File: src/mso_pkg.sv
// ----------------------------------------------------------------------------
// mso_pkg: motor state observer shared definitions
// Widths, step codes, register indexes, the config bundle, the multiplier
// request/response bundles and the rounding and saturation helpers.
// ----------------------------------------------------------------------------
package mso_pkg;

  localparam int COEF_FRAC_BITS = 24;
  localparam int DATA_W         = 32;
  localparam int VOLT_W         = 16;
  localparam int TICK_W         = 31;
  localparam int OP_W           = DATA_W + 1;
  localparam int PROD_W         = 2 * OP_W;
  localparam int RND_W          = PROD_W + 1;
  // three terms, each below 2^(PROD_W-1-COEF_FRAC_BITS+1), plus margin
  localparam int ACC_W          = PROD_W - COEF_FRAC_BITS + 3;
  localparam int CFG_IDX_W      = 8;
  localparam int STEP_W         = 3;

  localparam int MEAS_SHIFT     = COEF_FRAC_BITS - 16;
  localparam int VOLT_SHIFT     = COEF_FRAC_BITS - 8;

  typedef enum logic [STEP_W-1:0] {
    STEP_MEAS,
    STEP_PRED_ANGLE,
    STEP_DECAY,
    STEP_VOLT,
    STEP_CORR_ANGLE,
    STEP_CORR_SPEED
  } step_t;

  typedef enum logic [CFG_IDX_W-1:0] {
    REG_STEP_TIME,
    REG_SPEED_DECAY,
    REG_VOLT_GAIN,
    REG_ANGLE_GAIN,
    REG_SPEED_GAIN,
    REG_RAD_PER_TICK
  } reg_idx_t;

  localparam logic signed [DATA_W-1:0] RST_STEP_TIME    = 32'sd16777;
  localparam logic signed [DATA_W-1:0] RST_SPEED_DECAY  = 32'sd16777216;
  localparam logic signed [DATA_W-1:0] RST_VOLT_GAIN    = 32'sd0;
  localparam logic signed [DATA_W-1:0] RST_ANGLE_GAIN   = 32'sd29834169;
  localparam logic signed [DATA_W-1:0] RST_SPEED_GAIN   = 32'sd573044968;
  localparam logic [TICK_W-1:0]        RST_RAD_PER_TICK = 31'd25736;

  typedef struct packed {
    logic signed [DATA_W-1:0] step_time;
    logic signed [DATA_W-1:0] speed_decay;
    logic signed [DATA_W-1:0] volt_gain;
    logic signed [DATA_W-1:0] angle_gain;
    logic signed [DATA_W-1:0] speed_gain;
    logic [TICK_W-1:0]        rad_per_tick;
  } cfg_t;

  typedef struct packed {
    logic                   valid;
    step_t                  step;
    logic signed [OP_W-1:0] a;
    logic signed [OP_W-1:0] b;
  } mul_req_t;

  typedef struct packed {
    logic                     valid;
    step_t                    step;
    logic signed [PROD_W-1:0] prod;
  } mul_rsp_t;

  // round half up, then arithmetic shift right by s
  function automatic logic signed [RND_W-1:0] round_shift(
    input logic signed [RND_W-1:0] x,
    input int unsigned             s
  );
    logic signed [RND_W-1:0] half;
    half = '0;
    if (s == 0) begin
      return x;
    end
    half = RND_W'(1) <<< (s - 1);
    return (x + half) >>> s;
  endfunction

  // clamp to the signed 32-bit range
  function automatic logic signed [DATA_W-1:0] sat32(input logic signed [RND_W-1:0] x);
    logic [RND_W-DATA_W:0] hi;
    hi = x[RND_W-1:DATA_W-1];
    if ((&hi) || (~|hi)) begin
      return x[DATA_W-1:0];
    end
    return x[RND_W-1] ? {1'b1, {(DATA_W-1){1'b0}}} : {1'b0, {(DATA_W-1){1'b1}}};
  endfunction

endpackage

File: src/mso_if.sv
// ----------------------------------------------------------------------------
// mso_if: motor state observer channel interfaces
// Sample input, estimate output and configuration write channels.
// ----------------------------------------------------------------------------
interface mso_in_if;
  import mso_pkg::*;
  logic                     valid;
  logic                     ready;
  logic signed [DATA_W-1:0] encoder_count;
  logic signed [VOLT_W-1:0] motor_volts;
  modport source (output valid, encoder_count, motor_volts, input ready);
  modport sink   (input valid, encoder_count, motor_volts, output ready);
endinterface

interface mso_out_if;
  import mso_pkg::*;
  logic                     valid;
  logic                     ready;
  logic signed [DATA_W-1:0] angle_estimate;
  logic signed [DATA_W-1:0] speed_estimate;
  modport source (output valid, angle_estimate, speed_estimate, input ready);
  modport sink   (input valid, angle_estimate, speed_estimate, output ready);
endinterface

interface mso_cfg_if;
  import mso_pkg::*;
  logic                 valid;
  logic                 ready;
  logic [CFG_IDX_W-1:0] index;
  logic [DATA_W-1:0]    wdata;
  modport source (output valid, index, wdata, input ready);
  modport sink   (input valid, index, wdata, output ready);
endinterface

File: src/mso_cfg_regs.sv
// ----------------------------------------------------------------------------
// mso_cfg_regs: observer coefficient registers
// Decodes configuration write beats into the coefficient bundle.
// ----------------------------------------------------------------------------
module mso_cfg_regs (
  input  logic          clk,
  input  logic          rst,
  mso_cfg_if.sink       cfg,
  output mso_pkg::cfg_t coef
);
  import mso_pkg::*;

  assign cfg.ready = 1'b1;

  always_ff @(posedge clk) begin
    if (rst) begin
      coef.step_time    <= RST_STEP_TIME;
      coef.speed_decay  <= RST_SPEED_DECAY;
      coef.volt_gain    <= RST_VOLT_GAIN;
      coef.angle_gain   <= RST_ANGLE_GAIN;
      coef.speed_gain   <= RST_SPEED_GAIN;
      coef.rad_per_tick <= RST_RAD_PER_TICK;
    end else if (cfg.valid) begin
      unique case (cfg.index)
        REG_STEP_TIME:    coef.step_time    <= cfg.wdata;
        REG_SPEED_DECAY:  coef.speed_decay  <= cfg.wdata;
        REG_VOLT_GAIN:    coef.volt_gain    <= cfg.wdata;
        REG_ANGLE_GAIN:   coef.angle_gain   <= cfg.wdata;
        REG_SPEED_GAIN:   coef.speed_gain   <= cfg.wdata;
        REG_RAD_PER_TICK: coef.rad_per_tick <= cfg.wdata[TICK_W-1:0];
        default: ;  // drop writes beyond the register list
      endcase
    end
  end

endmodule

File: src/mso_mul.sv
// ----------------------------------------------------------------------------
// mso_mul: shared signed multiplier
// One 33x33 signed multiply per cycle with a registered product and tag.
// ----------------------------------------------------------------------------
module mso_mul (
  input  logic              clk,
  input  logic              rst,
  input  mso_pkg::mul_req_t req,
  output mso_pkg::mul_rsp_t rsp
);
  import mso_pkg::*;

  always_ff @(posedge clk) begin
    if (rst) begin
      rsp.valid <= 1'b0;
    end else begin
      rsp.valid <= req.valid;
    end
    rsp.step <= req.step;
    rsp.prod <= req.a * req.b;
  end

endmodule

File: src/mso_core.sv
// ----------------------------------------------------------------------------
// mso_core: observer sequencer and accumulators
// Issues the six products of one sample to the shared multiplier, rounds
// and accumulates them, then commits the saturated estimates.
// ----------------------------------------------------------------------------
module mso_core (
  input  logic              clk,
  input  logic              rst,
  input  mso_pkg::cfg_t     coef,
  mso_in_if.sink            sample,
  mso_out_if.source         estimate,
  output mso_pkg::mul_req_t req,
  input  mso_pkg::mul_rsp_t rsp
);
  import mso_pkg::*;

  typedef enum logic [1:0] {
    ST_IDLE,
    ST_RUN,
    ST_FINISH
  } state_t;

  state_t                   state;
  step_t                    issue_step;
  logic signed [DATA_W-1:0] count_q;
  logic signed [VOLT_W-1:0] volts_q;
  logic signed [VOLT_W-1:0] prev_volts;
  logic                     primed;
  logic signed [DATA_W-1:0] angle_state;
  logic signed [DATA_W-1:0] speed_state;
  logic signed [OP_W-1:0]   err;
  logic signed [ACC_W-1:0]  acc_a;
  logic signed [ACC_W-1:0]  acc_s;
  logic                     out_valid;
  logic signed [DATA_W-1:0] angle_out;
  logic signed [DATA_W-1:0] speed_out;

  logic signed [RND_W-1:0]  prod_ext;
  logic signed [RND_W-1:0]  rounded;
  logic signed [DATA_W-1:0] meas;
  logic signed [DATA_W-1:0] angle_sat;
  logic signed [DATA_W-1:0] speed_sat;
  logic                     accept;
  logic                     slot_free;
  logic                     commit;

  assign sample.ready            = (state == ST_IDLE);
  assign accept                  = sample.valid && sample.ready;
  assign estimate.valid          = out_valid;
  assign estimate.angle_estimate = angle_out;
  assign estimate.speed_estimate = speed_out;
  assign slot_free               = !out_valid || estimate.ready;
  // the last product lands from the multiplier register in the cycle after issue; commit once it is folded in
  assign commit                  = (state == ST_FINISH) && !rsp.valid && slot_free;

  // operand select
  always_comb begin
    req.valid = (state == ST_RUN);
    req.step  = issue_step;
    unique case (issue_step)
      STEP_MEAS: begin
        req.a = OP_W'(count_q);
        req.b = OP_W'(coef.rad_per_tick);
      end
      STEP_PRED_ANGLE: begin
        req.a = OP_W'(coef.step_time);
        req.b = OP_W'(speed_state);
      end
      STEP_DECAY: begin
        req.a = OP_W'(coef.speed_decay);
        req.b = OP_W'(speed_state);
      end
      STEP_VOLT: begin
        req.a = OP_W'(coef.volt_gain);
        req.b = OP_W'(prev_volts);
      end
      STEP_CORR_ANGLE: begin
        req.a = OP_W'(coef.angle_gain);
        req.b = err;
      end
      STEP_CORR_SPEED: begin
        req.a = OP_W'(coef.speed_gain);
        req.b = err;
      end
      default: begin
        req.a = '0;
        req.b = '0;
      end
    endcase
  end

  // rounding of the returned product
  always_comb begin
    prod_ext = RND_W'(rsp.prod);
    unique case (rsp.step)
      STEP_MEAS: rounded = round_shift(prod_ext, MEAS_SHIFT);
      STEP_VOLT: rounded = round_shift(prod_ext, VOLT_SHIFT);
      default:   rounded = round_shift(prod_ext, COEF_FRAC_BITS);
    endcase
    meas      = sat32(rounded);
    angle_sat = sat32(RND_W'(acc_a));
    speed_sat = sat32(RND_W'(acc_s));
  end

  always_ff @(posedge clk) begin
    if (rst) begin
      state       <= ST_IDLE;
      issue_step  <= STEP_MEAS;
      primed      <= 1'b0;
      prev_volts  <= '0;
      angle_state <= '0;
      speed_state <= '0;
      out_valid   <= 1'b0;
    end else begin
      if (out_valid && estimate.ready && !commit) begin
        out_valid <= 1'b0;
      end
      unique case (state)
        ST_IDLE: begin
          if (accept) begin
            count_q    <= sample.encoder_count;
            volts_q    <= sample.motor_volts;
            issue_step <= STEP_MEAS;
            state      <= ST_RUN;
            if (!primed) begin
              prev_volts <= sample.motor_volts;
              primed     <= 1'b1;
            end
          end
        end
        ST_RUN: begin
          if (issue_step == STEP_CORR_SPEED) begin
            state <= ST_FINISH;
          end else begin
            issue_step <= step_t'(issue_step + 1'b1);
          end
        end
        ST_FINISH: begin
          if (commit) begin
            angle_state <= angle_sat;
            speed_state <= speed_sat;
            angle_out   <= angle_sat;
            speed_out   <= speed_sat;
            out_valid   <= 1'b1;
            prev_volts  <= volts_q;
            state       <= ST_IDLE;
          end
        end
        default: state <= ST_IDLE;
      endcase

      // fold in the product issued last cycle
      if (rsp.valid) begin
        case (rsp.step)
          STEP_MEAS:       err   <= OP_W'(meas) - OP_W'(angle_state);
          STEP_PRED_ANGLE: acc_a <= ACC_W'(angle_state) + rounded[ACC_W-1:0];
          STEP_DECAY:      acc_s <= rounded[ACC_W-1:0];
          STEP_VOLT:       acc_s <= acc_s + rounded[ACC_W-1:0];
          STEP_CORR_ANGLE: acc_a <= acc_a + rounded[ACC_W-1:0];
          STEP_CORR_SPEED: acc_s <= acc_s + rounded[ACC_W-1:0];
          default: ;
        endcase
      end
    end
  end

endmodule

File: src/motor_state_observer.sv
// ----------------------------------------------------------------------------
// motor_state_observer: fixed-gain two-state DC motor observer
// Scales an encoder count to an angle, predicts angle and speed from the
// stored estimates and the previous drive voltage, and corrects both by
// gains on the angle error. State Q16.16, coefficients Q8.24, volts Q8.8.
// ----------------------------------------------------------------------------
//
//  channel   | dir | beat contents
//  ----------+-----+---------------------------------------------
//  sample    | in  | encoder_count (s32), motor_volts (s16 Q8.8)
//  estimate  | out | angle_estimate (s32 Q16.16), speed_estimate (s32 Q16.16)
//  cfg       | in  | index (8b register number), wdata (32b)
//
//  Each sample runs from its accept edge to the earliest next accept:
//  six products through the single 33x33 multiplier, the fold of the last
//  product, the commit (held while a result waits unread), then an idle
//  state with ready high. The estimate beat is registered at the commit.
//  Synchronous reset restores the coefficient defaults, zeroes the state
//  and clears the primed flag. A result waiting in the output register
//  does not block the next sample; only a second result waits for it.
//  cfg is always ready; write it only while the block is idle.
//
module motor_state_observer (
  input  logic      clk,
  input  logic      rst,
  mso_in_if.sink    sample,
  mso_out_if.source estimate,
  mso_cfg_if.sink   cfg
);
  import mso_pkg::*;

  cfg_t     coef;
  mul_req_t req;
  mul_rsp_t rsp;

  // coefficient registers
  mso_cfg_regs u_regs (
    .clk  (clk),
    .rst  (rst),
    .cfg  (cfg),
    .coef (coef)
  );

  // shared multiplier, one product per cycle
  mso_mul u_mul (
    .clk (clk),
    .rst (rst),
    .req (req),
    .rsp (rsp)
  );

  // sequencer, accumulators, estimate state and output register
  mso_core u_core (
    .clk      (clk),
    .rst      (rst),
    .coef     (coef),
    .sample   (sample),
    .estimate (estimate),
    .req      (req),
    .rsp      (rsp)
  );

  // a sample beat closes the input for the next cycle
  assert property (@(posedge clk) disable iff (rst)
    (sample.valid && sample.ready) |=> !sample.ready)
    else $error("sample accepted back to back");

  // a new result only appears at the end of a busy sequence
  assert property (@(posedge clk) disable iff (rst)
    $rose(estimate.valid) |-> !$past(sample.ready))
    else $error("result raised while idle");

  // a new result is not raised before the multiplier sequence has run
  assert property (@(posedge clk) disable iff (rst)
    $rose(estimate.valid) |-> !$past(sample.ready, 6))
    else $error("result raised too early");

endmodule
File: src/flat_wrapper.sv
// flat-port wrapper written by rule: the top's interface ports become plain ports
module motor_state_observer_flat import mso_pkg::*;
  (clk, rst, sample_valid, sample_encoder_count, sample_motor_volts, sample_ready, estimate_valid, estimate_angle_estimate, estimate_speed_estimate, estimate_ready, cfg_valid, cfg_index, cfg_wdata, cfg_ready);
  mso_in_if sample_i ();
  mso_out_if estimate_i ();
  mso_cfg_if cfg_i ();
  input  logic clk;
  input  logic rst;
  input wire logic [$bits(sample_i.valid)-1:0] sample_valid;
  input wire logic [$bits(sample_i.encoder_count)-1:0] sample_encoder_count;
  input wire logic [$bits(sample_i.motor_volts)-1:0] sample_motor_volts;
  output wire logic [$bits(sample_i.ready)-1:0] sample_ready;
  output wire logic [$bits(estimate_i.valid)-1:0] estimate_valid;
  output wire logic [$bits(estimate_i.angle_estimate)-1:0] estimate_angle_estimate;
  output wire logic [$bits(estimate_i.speed_estimate)-1:0] estimate_speed_estimate;
  input wire logic [$bits(estimate_i.ready)-1:0] estimate_ready;
  input wire logic [$bits(cfg_i.valid)-1:0] cfg_valid;
  input wire logic [$bits(cfg_i.index)-1:0] cfg_index;
  input wire logic [$bits(cfg_i.wdata)-1:0] cfg_wdata;
  output wire logic [$bits(cfg_i.ready)-1:0] cfg_ready;
  assign sample_i.valid = sample_valid;
  assign sample_i.encoder_count = sample_encoder_count;
  assign sample_i.motor_volts = sample_motor_volts;
  assign sample_ready = sample_i.ready;
  assign estimate_valid = estimate_i.valid;
  assign estimate_angle_estimate = estimate_i.angle_estimate;
  assign estimate_speed_estimate = estimate_i.speed_estimate;
  assign estimate_i.ready = estimate_ready;
  assign cfg_i.valid = cfg_valid;
  assign cfg_i.index = cfg_index;
  assign cfg_i.wdata = cfg_wdata;
  assign cfg_ready = cfg_i.ready;
  motor_state_observer u_core (.clk(clk), .rst(rst), .sample(sample_i), .estimate(estimate_i), .cfg(cfg_i));
endmodule
File: config.mk
export PLATFORM = sky130hd
export DESIGN_NAME = motor_state_observer_flat
export DESIGN_NICKNAME = d
export VERILOG_FILES = /design/src/mso_pkg.sv /design/src/mso_if.sv /design/src/mso_cfg_regs.sv /design/src/mso_mul.sv /design/src/mso_core.sv /design/src/motor_state_observer.sv /design/src/flat_wrapper.sv
export SDC_FILE = /design/constraint.sdc
export NUM_CORES = 2
export LEC_CHECK = 0
export BUFFER_PORTS_ARGS = -buffer_cell sky130_fd_sc_hd__buf_4
export CAP_MARGIN = 5
export CELL_PAD_IN_SITES_DETAIL_PLACEMENT = 0
export CELL_PAD_IN_SITES_GLOBAL_PLACEMENT = 1
export CORE_MARGIN = 1
export CORE_UTILIZATION = 55
export CTS_BUF_LIST = sky130_fd_sc_hd__clkbuf_8
export DETAILED_ROUTE_END_ITERATION = 12
export GPL_TIMING_DRIVEN = 1
export PLACE_DENSITY_LB_ADDON = 0.1
export SLEW_MARGIN = 20
export SYNTH_ARGS = -nofsm -noshare
export SYNTH_HDL_FRONTEND = slang
export SYNTH_SLANG_ARGS = --single-unit
File: constraint.sdc
create_clock -name clk -period 15.9 [get_ports clk]
set_input_delay 3.18 -clock clk [delete_from_list [all_inputs] [get_ports clk]]
set_output_delay 3.18 -clock clk [all_outputs]
set_load 0.01 [all_outputs]
=== Word level (Yosys, flattened, before mapping) ===
Index checks and enable logic that the tools add are counted.

* Register bits after elaboration: 583
* Bits of input ports: 93
* Word-level logic and storage cells: 131

* $add $sub $neg: 8
* $mul: 1
* Eq/ne operators: 22
* Muxes and demuxes: 30
* Bitwise operators: 1
* Reduce and logical (&&, ||, !) cells: 46

{| class="wikitable"
|+ Operators by type and width
! operator !! number
|-
| 66-bit one-hot mux with 6 select lines || 1
|-
| 32-bit two-way mux || 9
|-
| 45-bit one-hot mux with 2 select lines || 2
|-
| 45-bit adder || 3
|-
| 67-bit one-hot mux with 2 select lines || 1
|-
| 66-bit by 17-bit adder with 67-bit output (second input constant) || 1
|-
| 66-bit by 25-bit adder with 67-bit output (second input constant) || 1
|-
| 66-bit by 9-bit adder with 67-bit output (second input constant) || 1
|-
| 33-bit by 33-bit multiplier with 66-bit output || 1
|-
| 16-bit two-way mux || 3
|-
| 36-bit AND reduction || 1
|-
| 36-bit OR reduction || 1
|-
| 32-bit by 32-bit subtractor with 33-bit output || 1
|-
| 16-bit one-hot mux with 2 select lines || 1
|-
| 14-bit AND reduction || 2
|-
| 14-bit OR reduction || 2
|-
| 3-bit AND reduction || 7
|-
| 8-bit by 2-bit equality test with 1-bit output (second input constant) || 2
|-
| 8-bit by 3-bit equality test with 1-bit output (second input constant) || 2
|-
| 2-bit AND reduction || 8
|-
| 3-bit by 2-bit equality test with 1-bit output (second input constant) || 4
|-
| 3-bit equality test (second input constant) || 4
|-
| 8-bit by 1-bit equality test with 1-bit output (second input constant) || 1
|-
| 8-bit zero test || 1
|-
| other kinds (20) || 48
|}

=== Longest topological paths before layout ===
* Depth after elaboration: 8
* Gate-level depth with buffers: 41
* Mapped depth without buffers: 35

=== Hierarchy ===
Synthesis repeated with hierarchy kept, for this count alone.

* Cells, all modules: 7793
* Area, all modules: 71966.5 um2

{| class="wikitable"
|+ Modules (own cells, without submodules)
! module !! instances !! cells each !! area an instance (um2) !! sequential area each (um2)
|-
| mso_mul || 1 || 4350 || 40577.7 || 1401.3
|-
| mso_core || 1 || 2751 || 23917.9 || 8798.4
|-
| mso_cfg_regs || 1 || 692 || 7470.9 || 3823.7
|}

=== Least setup slack after synthesis ===
OpenSTA, ideal clock, no wires.

* Kind: reg-to-reg
* Start point: reg u_core.u_core.issue_step[2]
* End point: reg u_core.u_mul.rsp[64] (netlist name)
* Setup time: 0.062 ns
* Data arrival time: 9.807 ns
* Required time: 15.838 ns
* Path slack: 6.031 ns
* Cell stages (with the launch flop): 37
* Buffers on the path: 7
* Cells stage by stage: dfxtp_1 clkbuf_1 inv_1 clkbuf_1 ha_1 clkbuf_1 clkbuf_1 clkbuf_1 a222oi_1 a21oi_1 clkbuf_1 nand2_1 fa_1 inv_1 fa_1 inv_1 fa_1 inv_1 fa_1 fa_1 fa_1 fa_1 inv_1 fa_1 inv_1 ha_1 clkbuf_1 and3_1 nand2_1 or4_1 or3_1 o211ai_1 o21ai_1 a21oi_1 nor4_1 or3b_1 nand3_1

* Word-level cells in the longest chain between the ends: 3

{| class="wikitable"
|+ Ends and longest elaborated chain
! what !! RTL line !! text
|-
| start: declaration || mso_core.sv:24 || <nowiki>step_t issue_step;</nowiki>
|-
| start signal: assignment || mso_core.sv:135 || <nowiki>issue_step <= step_t'(issue_step + 1'b1);</nowiki>
|-
| 3-bit equality test, or another cell as far along || mso_core.sv:60 || <nowiki>unique case (issue_step)</nowiki>
|-
| 66-bit one-hot mux with 6 select lines * || mso_core.sv:60 ||
|-
| 33-bit by 33-bit multiplier with 66-bit output * || mso_mul.sv:20 || <nowiki>rsp.prod <= req.a * req.b;</nowiki>
|}

Every way passes the cells marked *; elsewhere a longest branch is shown, timed or not.
A chain may end at the register's enable or synchronous reset.

=== Worst setup path in the final report ===
* Start point: reg u_core.u_core.issue_step[1]
* End point: reg u_core.u_mul.rsp[63] (netlist name)

* Word-level cells in the longest chain between the ends: 3

{| class="wikitable"
|+ Ends and longest elaborated chain
! what !! RTL line
|-
| 3-bit equality test, or another cell as far along || mso_core.sv:60
|-
| 66-bit one-hot mux with 6 select lines * || mso_core.sv:60
|-
| 33-bit by 33-bit multiplier with 66-bit output * || mso_mul.sv:20
|}

Marked as above.

==> impl_metrics.env <==
export IMPL_timing_fmax_mhz=85.1
export IMPL_setup_violations=0
export IMPL_synth_area_leaders="fa_1, edfxtp_1, dfxtp_1"
export IMPL_wl_met2_um=111000
export IMPL_fp_row_count=129
export IMPL_async_reset_ff_frac=0
export IMPL_cts_sinks=576
export IMPL_track_usage=0.412
export IMPL_reg2reg_to="u_core.u_mul.rsp[63]"
export IMPL_rsz0062_at_grt="no"
export IMPL_grt_pass1_vias=57900
export IMPL_h_tree_depth=3
export IMPL_ant_nets=0
export IMPL_final_hold_viol_count=0
export IMPL_synth_cell_types=89
export IMPL_area_growth_pct=7.85
export IMPL_firstDrtPassIters=6
export IMPL_layout_nets=9502
export IMPL_buffer_ports_inserted=158
export IMPL_hold_buffers=0
export IMPL_drtIter0Drc=6718
export IMPL_drc=0
export IMPL_fin_area_um2=74800
export IMPL_finClkSkew_ns=0.0694
export IMPL_crit_family="adder cells"
export IMPL_n_fill_cell=11100
export IMPL_worstMarginPinSlew_ns=1.19
export IMPL_reg2reg_setup_slack_ns=4.15
export IMPL_vias=58000
export IMPL_synth_edf_count=235
export IMPL_fin_setup_tns_ns=0
export IMPL_cp_start_kind="flop"
export IMPL_cts_root_buf="clkbuf_8"
export IMPL_maxSlewHeadroom=0.203
export IMPL_syn_num_nets=9464
export IMPL_io_pins=160
export IMPL_slowest_stage="fa_1"
export IMPL_worstSetupPathDepth=34
export IMPL_grt_pass1_wl_um=384000
export IMPL_crit_path_max_incr_delay_ns=1.12
export IMPL_maxCapViolCount=0
export IMPL_hold_path_class="flop to flop"
export IMPL_synth_most_common_cell="nand2_1"
export IMPL_synth_seq_cells=576
export IMPL_required_ns=16.57
export IMPL_min_from="u_core.u_core.issue_step[1]"
export IMPL_crit_fanout=47
export IMPL_crit_arrival_ns=12.42
export IMPL_gp_congestion=1.01
export IMPL_post_cts_resized=0
export IMPL_min_period_ns=11.75
export IMPL_ys_seq_area_frac=0.200
export IMPL_final_layout_size_suffix_gt1_frac=0.0762
export IMPL_synth_area_um2=69300
export IMPL_r2r_start="u_core.u_core.issue_step[1]"
export IMPL_rr_worst_depth=34
export IMPL_antenna_found_initial=6
export IMPL_synthTopCellsByCount="nand2_1, inv_1, fa_1"
export IMPL_cp_end_kind="flop"
export IMPL_crit_type="flop to flop"
export IMPL_wl_met1_um=103000
export IMPL_chipWidth_um=357
export IMPL_ir_drop_uv=235
export IMPL_top_layer="met5"
export IMPL_slew_violations=0
export IMPL_cts_clk_slew_worst_paths_ns=0.06
export IMPL_synth_ff_type="dfxtp_1"
export IMPL_start_util=0.558
export IMPL_clockBufferDepth=3
export IMPL_period_share=0.739
export IMPL_synth_cells=7907
export IMPL_cp_num_buf_inv=11
export IMPL_cts_tree="yes"
export IMPL_die_h_um=357
export IMPL_whs_endpoint="u_core.u_mul.rsp[67]"
export IMPL_yosysWarnings=0
export IMPL_wl_um=258000
export IMPL_dp_hpwl_um=205000
export IMPL_netlist_area_leader_share=0.325
export IMPL_holdPathStages=0
export IMPL_clk_latency_ns=0.79
export IMPL_wl_met3_um=30900
export IMPL_core_um2=124000
export IMPL_leakage_nw=34.5
export IMPL_syn_area_per_cell_um2=8.77
export IMPL_cts_buffers=98
export IMPL_power_density_nw_per_um2=135
export IMPL_die_area_um2=127000
export IMPL_grt_overflow=0
export IMPL_placed_area_um2=72600
export IMPL_final_core_util=0.602
export IMPL_routedWlPerCell_um=26.7
export IMPL_vias_per_cell=5.99
export IMPL_outcome="completed"
export IMPL_synth_largest_area_cell="fa_1"
export IMPL_cts_setup_buffers=0
export IMPL_grt_max_degree=96
## report_power, final
group / switching [mW] / total (mW) / internal [mW]
registers: 0.213 / 1.97 / 1.75
logic: 4.10 / 6.67 / 2.57
clock network: 0.674 / 1.44 / 0.769
total: 4.99 / 10.1 / 5.09
## flip-flops by register name (all words and copies together) (netlist names), 2 cells and up
| register | flops |
|---|---|
| u_core.u_core.acc_a | 45 |
| u_core.u_core.acc_s | 45 |
| u_core.u_core.angle_state | 32 |
| u_core.u_core.count_q | 32 |
| u_core.u_core.err | 33 |
| u_core.u_core.estimate.angle_estimate | 32 |
| u_core.u_core.estimate.speed_estimate | 32 |
| u_core.u_core.issue_step | 3 |
| u_core.u_core.prev_volts | 16 |
| u_core.u_core.speed_state | 32 |
| u_core.u_core.state | 2 |
| u_core.u_core.volts_q | 16 |
| u_core.u_mul.rsp | 63 |
| u_core.u_regs.coef | 191 |
## layer usage
metal,vias to the layer above,GRT usage
li1,25200,-
met1,29000,0.560
met2,3188,0.614
met3,580,0.121
met4,4,0.176
met5,-,0.00556
## per-stage QoR
| stage | total power [mW] | hold WS, ns | setup WS, ns | instances |
|---|---|---|---|---|
| detailed placement | 8.46 | 0.418 | 4.31 | 9482 |
| finish | 10.1 | 0.426 | 4.15 | 9673 |
| CTS | 10.0 | 0.423 | 4.32 | 9666 |
| global placement | 8.46 | 0.403 | 4.61 | 9482 |
| floorplan | 6.52 | 0.329 | 6.03 | 7907 |
| global route | 10.8 | 0.439 | 3.70 | 9669 |
## how the worst max path moves through the flow
stage                                start                   end  slack, ns
2_1_floorplan  u_core.u_core.issue_step[2]  u_core.u_mul.rsp[64]       6.03
3_3_place_gp   u_core.u_core.issue_step[1]  u_core.u_mul.rsp[63]       4.61
3_5_place_dp   u_core.u_core.issue_step[1]  u_core.u_mul.rsp[63]       4.31
4_1_cts        u_core.u_core.issue_step[1]  u_core.u_mul.rsp[63]       4.32
5_1_grt        u_core.u_core.issue_step[1]  u_core.u_mul.rsp[63]       3.70
6_report       u_core.u_core.issue_step[1]  u_core.u_mul.rsp[63]       4.15
## placed cells by master, fill, tap and decap left out, types with 28 or more instances in the layout
master | Yosys | layout
o21bai_1 | 34 | 34
and3_1 | 58 | 57
nor2b_1 | 32 | 29
mux2_2 | 45 | 45
buf_4 | 5 | 327
ha_1 | 340 | 337
a21o_1 | 199 | 199
clkbuf_8 | 0 | 123
a22oi_1 | 37 | 37
and2_1 | 33 | 33
o21ai_0 | 141 | 137
nor3_1 | 58 | 55
inv_1 | 1252 | 1283
edfxtp_1 | 235 | 235
dfxtp_1 | 341 | 340
mux2i_1 | 42 | 42
o21a_1 | 29 | 28
nand4_1 | 56 | 56
xor2_1 | 107 | 107
xnor2_1 | 205 | 205
a21oi_1 | 502 | 498
nand3_1 | 149 | 148
a211oi_1 | 33 | 33
nand2_1 | 1384 | 1383
nor2_1 | 683 | 663
fa_1 | 1124 | 1124
## final cells by class
type	instances	area, um^2	area share
multi-input cells	5687	49500	0.663
flip-flops and latches	576	13900	0.186
inverters	1254	4710	0.0630
repair buffers	328	2470	0.0330
well taps	1637	2050	0.0274
clock buffers	123	1690	0.0226
clock inverters	61	409	0.00547
diodes	7	17.5	0.000234
## cells by family (layout without fill, tap and decap cells)
logic type               after synthesis  after routing  synth area share
AO/OA/AOI/OAI                       1215           1215             0.111
XOR/XNOR                             312            312            0.0394
flip-flops                           576            576             0.200
adder cells (fa/ha/maj)             1464           1464             0.386
buffers and inverters               1644           1766            0.0899
multiplexers                          95             95            0.0147
AND/OR/NAND/NOR                     2600           2600             0.159
other                                  1              8         0.0000541
(Power assumes the default switching activity.)
